### src/hw/rtl/gfla_pkg.sv
// ----------------------------------------------------------------------------
// gfla_pkg
// Shared types, codes and constants for the growing free-list allocator.
// ----------------------------------------------------------------------------
package gfla_pkg;

  localparam int POOL_ENTRIES_DEF = 1024;
  localparam int CAP_W            = 11;
  localparam logic [CAP_W-1:0] CAP_RESET = 11'd8;

  localparam int IDX_W    = 10;
  localparam int STATUS_W = 2;
  localparam int COUNT_W  = 11;

  localparam int IN_TDATA_W  = 16;
  localparam int OUT_TDATA_W = 24;

  localparam logic OP_RESERVE = 1'b0;
  localparam logic OP_RELEASE = 1'b1;

  localparam logic [STATUS_W-1:0] ST_RESERVED  = 2'd0;
  localparam logic [STATUS_W-1:0] ST_EXHAUSTED = 2'd1;
  localparam logic [STATUS_W-1:0] ST_RELEASED  = 2'd2;

  typedef enum logic [1:0] {
    S_IDLE,
    S_EXEC,
    S_LINK,
    S_EMIT
  } state_t;

  typedef struct packed {
    logic restart;
    logic accept;
    logic grow;
    logic pop_fresh;
    logic link_rd;
    logic pop_link;
    logic rel;
    logic exhaust;
    logic load_out;
  } ctrl_cmd_t;

  typedef struct packed {
    logic op_rel;
    logic head_valid;
    logic head_fresh;
    logic grow_room;
  } dp_sts_t;

endpackage

### src/hw/rtl/gfla_ctrl.sv
// ----------------------------------------------------------------------------
// gfla_ctrl
// Sequencer that steps one item through execute, link read and emit.
// ----------------------------------------------------------------------------
module gfla_ctrl
  import gfla_pkg::*;
(
  input  logic       clk,
  input  logic       rst,
  input  logic       s_tvalid,
  output logic       s_tready,
  input  logic       cfg_valid,
  output logic       cfg_ready,
  output logic       m_tvalid,
  input  logic       m_tready,
  input  dp_sts_t    sts,
  output ctrl_cmd_t  cmd
);

  state_t state;
  state_t state_next;
  logic   m_tvalid_next;

  always_ff @(posedge clk) begin
    if (rst) begin
      state    <= S_IDLE;
      m_tvalid <= 1'b0;
    end else begin
      state    <= state_next;
      m_tvalid <= m_tvalid_next;
    end
  end

  always_comb begin
    state_next = state;
    cmd        = '0;
    s_tready   = 1'b0;
    cfg_ready  = 1'b0;
    case (state)
      S_IDLE: begin
        s_tready    = 1'b1;
        cfg_ready   = 1'b1;
        cmd.restart = cfg_valid;
        if (s_tvalid) begin
          cmd.accept = 1'b1;
          state_next = S_EXEC;
        end
      end
      S_EXEC: begin
        if (sts.op_rel) begin
          cmd.rel    = 1'b1;
          state_next = S_EMIT;
        end else if (sts.head_valid) begin
          if (sts.head_fresh) begin
            cmd.pop_fresh = 1'b1;
            state_next    = S_EMIT;
          end else begin
            cmd.link_rd = 1'b1;
            state_next  = S_LINK;
          end
        end else if (sts.grow_room) begin
          cmd.grow = 1'b1;
        end else begin
          cmd.exhaust = 1'b1;
          state_next  = S_EMIT;
        end
      end
      S_LINK: begin
        cmd.pop_link = 1'b1;
        state_next   = S_EMIT;
      end
      S_EMIT: begin
        if (!m_tvalid || m_tready) begin
          cmd.load_out = 1'b1;
          state_next   = S_IDLE;
        end
      end
      default: begin
        state_next = S_IDLE;
      end
    endcase
    m_tvalid_next = cmd.load_out | (m_tvalid & ~m_tready);
  end

`ifndef ASSERT_OFF
  a_link_after_exec: assert property (@(posedge clk) disable iff (rst)
    state == S_LINK |-> $past(state == S_EXEC))
    else $error("link read stage entered from a state other than execute");

  a_accept_to_exec: assert property (@(posedge clk) disable iff (rst)
    s_tvalid && s_tready |=> state == S_EXEC)
    else $error("accepted item did not move to execute");

  a_load_only_free: assert property (@(posedge clk) disable iff (rst)
    cmd.load_out |-> (!m_tvalid || m_tready))
    else $error("result register overwritten while still held");
`endif

endmodule

### config.mk
export PLATFORM = sky130hd
export DESIGN_NAME = gfla_ctrl
export DESIGN_NICKNAME = d
export VERILOG_FILES = /design/src/hw/rtl/gfla_pkg.sv /design/src/hw/rtl/gfla_ctrl.sv
export SDC_FILE = /design/constraint.sdc
export NUM_CORES = 1
export LEC_CHECK = 0
export BUFFER_PORTS_ARGS = -buffer_cell sky130_fd_sc_hd__buf_2
export CORE_AREA = 2 2 39 41
export CTS_BUF_LIST = sky130_fd_sc_hd__clkbuf_16
export CTS_CLUSTER_DIAMETER = 30
export DETAILED_ROUTE_END_ITERATION = 8
export DIE_AREA = 0 0 41 43
export PLACE_DENSITY = 0.6
export SLEW_MARGIN = 10
export SYNTH_ARGS = -nofsm -noshare
export SYNTH_HDL_FRONTEND = slang
export SYNTH_SLANG_ARGS = --single-unit
### constraint.sdc
create_clock -name clk -period 1.44 [get_ports clk]
set_clock_uncertainty 0.05 [all_clocks]
set_input_delay 0.288 -clock clk [delete_from_list [all_inputs] [get_ports clk]]
set_output_delay 0.288 -clock clk [all_outputs]
set_load 0.02 [all_outputs]
==> metrics.md <==
| Metric | Value |
|---|---|
| Min-Delay Endpoint | `state[1]$_SDFFE_PP0P_` |
| Warnings from Yosys | `0` |
| Crit path DAT | `1.23 ns` |
| Clock Tree Buf Depth | `2` |
| GRT Total Usage | `15.9%` |
| Area leader, netlist | `ha_1` |
| Design Power | `1.82 mW` |
| Mean Syn Cell Area | `8.95 sq um` |
| CTS H-tree lvls | `1` |
| Die height | `43 microns` |
| Violated checks | `negative setup slack` |
| Core footprint | `1380 sq um` |
| Period utilization | `109%` |
| Port Buf Inserts | `20` |
| Die area | `1760 sq um` |
| #FFs+latches synth | `3` |
| Hold Path Depth | `2` |
| CTS clock-pin slew for the worst setup and hold paths | `0.03 ns` |
| Critical path class | `flip-flop to primary output` |
| Inserted Clock Buffers | `3` |
| Reg2reg path depth | `7` |
| Antenna Violating Nets Remaining | `0` |
| Final worst slack | `-0.128 ns` |
| HP Start | `rst` |
| Layout area overhead | `159%` |
| Seq/Total Area, Yosys | `17.2%` |
| Worst r2r src | `state[1]$_SDFFE_PP0P_` |
| Peak VDD IR | `0.848 mV` |
| Fmax | `638 MHz` |
| Post-route DRC | `0` |
| Status | `finished with violations` |
| Row count | `14` |
| WL/cell | `12.7 microns` |
| Via density | `4.70` |
| Worst-Skew Late Latency | `0.23 ns` |
| Initial drt markers | `1` |
| Final setup fails | `12` |
| Via count | `442` |
| Critical register-to-register path endpoint | `state[0]$_SDFFE_PP0P_` |
| Synthesized cell area | `349 sq um` |
| CP Launch Point | `state[1]$_SDFFE_PP0P_` |
| HP Class | `input port to flip-flop` |
| Antenna violations before repair | `0` |
| DRT Wirelength | `1190 microns` |
| Vias in the first global route | `422` |
| Remaining Overflow, GRT | `0` |
| Max Cap Viol | `0` |
| Final Core Density | `65.5%` |
| Post-route minimum period | `1.57 ns` |
| Yosys top cell area share | `17.9%` |
| Top Ports | `21` |
| Leakage Power | `0.410 nW` |
| CTS sink count | `3` |
| Hold_buf cts | `0` |
| Antenna Diode Count | `0` |
| Largest net degree at the start of global routing | `7` |
| Initial Util | `25.2%` |
| Largest cells by area after synthesis | `ha_1 18%, dfxtp_1 17%, and2_1 5.4%` |
| First-pass GRT wire length | `1840 microns` |
| Fin. Hold Viols | `0` |
| Synth Instances | `39` |
| Worst Path Max Fanout | `3` |
| Clk root buf | `clkbuf_16` |
| Reg-to-reg slack, setup | `-0.07 ns` |
| Syn_nets | `53` |
| Nets | `93` |
| Final HPWL DP | `700 microns` |
| CP Launch Type | `flip-flop` |
| Unrepaired setup endpoints after global routing | `true` |
| Req. time, crit path | `1.10 ns` |
| Pwr Density | `2010 nW/um^2` |
| CTS tree | `built` |
| Gpl congestion | `0.695` |
| Measured slew at the worst slew-check pin | `0.247 ns` |
| Cell variety after synth | `25` |
| Slew HR | `83.4%` |
| Layout cells sized above 1 | `84.6%` |
| Crit end category | `primary output` |
| DR pass1 iterations | `2` |
| Pins over their slew limit | `0` |
| Die X | `41 microns` |
[placed cells by master, fill, tap and decap left out]
cell type / n
or2b_4: 1
nand4bb_2: 1
o32ai_2: 1
or2b_2: 1
o31ai_2: 1
and2b_2: 1
clkbuf_16: 3
nand4_1: 1
buf_6: 13
a2111oi_4: 1
nand3b_1: 1
nor2b_4: 1
a21oi_1: 2
and4bb_2: 1
nand2_1: 1
buf_12: 1
and3b_2: 1
buf_4: 13
ha_4: 5
buf_2: 9
dfxtp_1: 1
dfxtp_4: 2
a21oi_2: 1
inv_6: 1
and3b_1: 1
and2_4: 3
a21boi_2: 1
inv_8: 1
inv_1: 2
and3_4: 1
nor4b_4: 1
nor2_1: 2
or3b_1: 1
nand3_2: 1
[registers in the layout, summed over array words and instances, names as in the netlist]
register and count:
m_tvalid 1, state 2
[metal layers]
layer  up-vias  track usage (%)  wire length, microns
met5         -                0                     0
met4         0             6.00                     0
met3         0             6.28                    59
met2        13             27.8                   693
met1       208             15.6                   436
li1        221                -                     -
[worst max-delay path by stage]
stage	end
after floorplan	cmd[4]
after global placement	cmd[5]
after detailed placement	cmd[5]
after CTS	cmd[6]
after global routing	cmd[4]
final	cmd[6]
[area by class of cell]
class	instances	area (sq um)
inverter	3	23.8
tap	16	20.0
clock inverter	1	3.75
clock buffer	3	75.1
sequential	3	67.6
fill	100	478
timing repair buffer	36	309
multi-input combinational	32	407
[power by group]
| part | internal (mW) | leakage [nW] | switching, mW | total, mW |
|---|---|---|---|---|
| combinational | 0.709 | 0.342 | 0.489 | 1.20 |
| clock | 0.358 | 0.0423 | 0.0767 | 0.435 |
| sequential | 0.127 | 0.0259 | 0.0631 | 0.190 |
| total | 1.19 | 0.410 | 0.629 | 1.82 |
[cells by family (layout without fill, tap and decap cells)]
logic type,count (synthesis),after routing,share of synthesized area (%)
flops,3,3,17.2
fa+ha+maj,5,5,17.9
buf+inv,4,43,5.38
simple gates,20,20,44.1
compound gates,7,7,15.4
[cell usage after synthesis]
master	count
a2111oi_2	1
a21boi_0	1
a21oi_1	3
and2_1	3
and2b_2	1
and3_2	1
and3b_1	1
and3b_2	1
and4bb_2	1
buf_4	1
dfxtp_1	3
ha_1	5
inv_1	3
nand2_1	1
nand3_1	1
nand3b_1	1
nand4_1	1
nand4bb_2	1
nor2_1	2
nor2b_1	1
nor4b_1	1
o31ai_1	1
o32ai_1	1
or2b_2	2
or3b_1	1
[metrics by stage]
stage | hold slack [ns] | TNS (ns) | setup slack, ns | cell area (sq um) | cells
floorplan | 0.307 | 0 | 0.00510 | 358 | 39
global placement | 0.452 | -0.0917 | -0.0426 | 538 | 83
detailed placement | 0.452 | -0.104 | -0.0467 | 538 | 83
CTS | 0.215 | -0.737 | -0.117 | 798 | 92
global route | 0.233 | -1.39 | -0.166 | 906 | 94
finish | 0.221 | -0.861 | -0.128 | 906 | 94
[worst max-delay path, cell delays in order (launching register included)]
cell	delay (ns)
dfxtp_4	0.37
inv_6	0.05
ha_4	0.15
nor2b_4	0.12
and3b_2	0.19
buf_6	0.13
[timing repair]
action | 4_1_cts | 5_1_grt
endpoints found under the setup margin | 13 | 13
gates resized for setup | 42 | 17
pin swaps | 2 | 5
buffers inserted | 7 | 2
No activity file was read; power rests on OpenSTA's default activity.
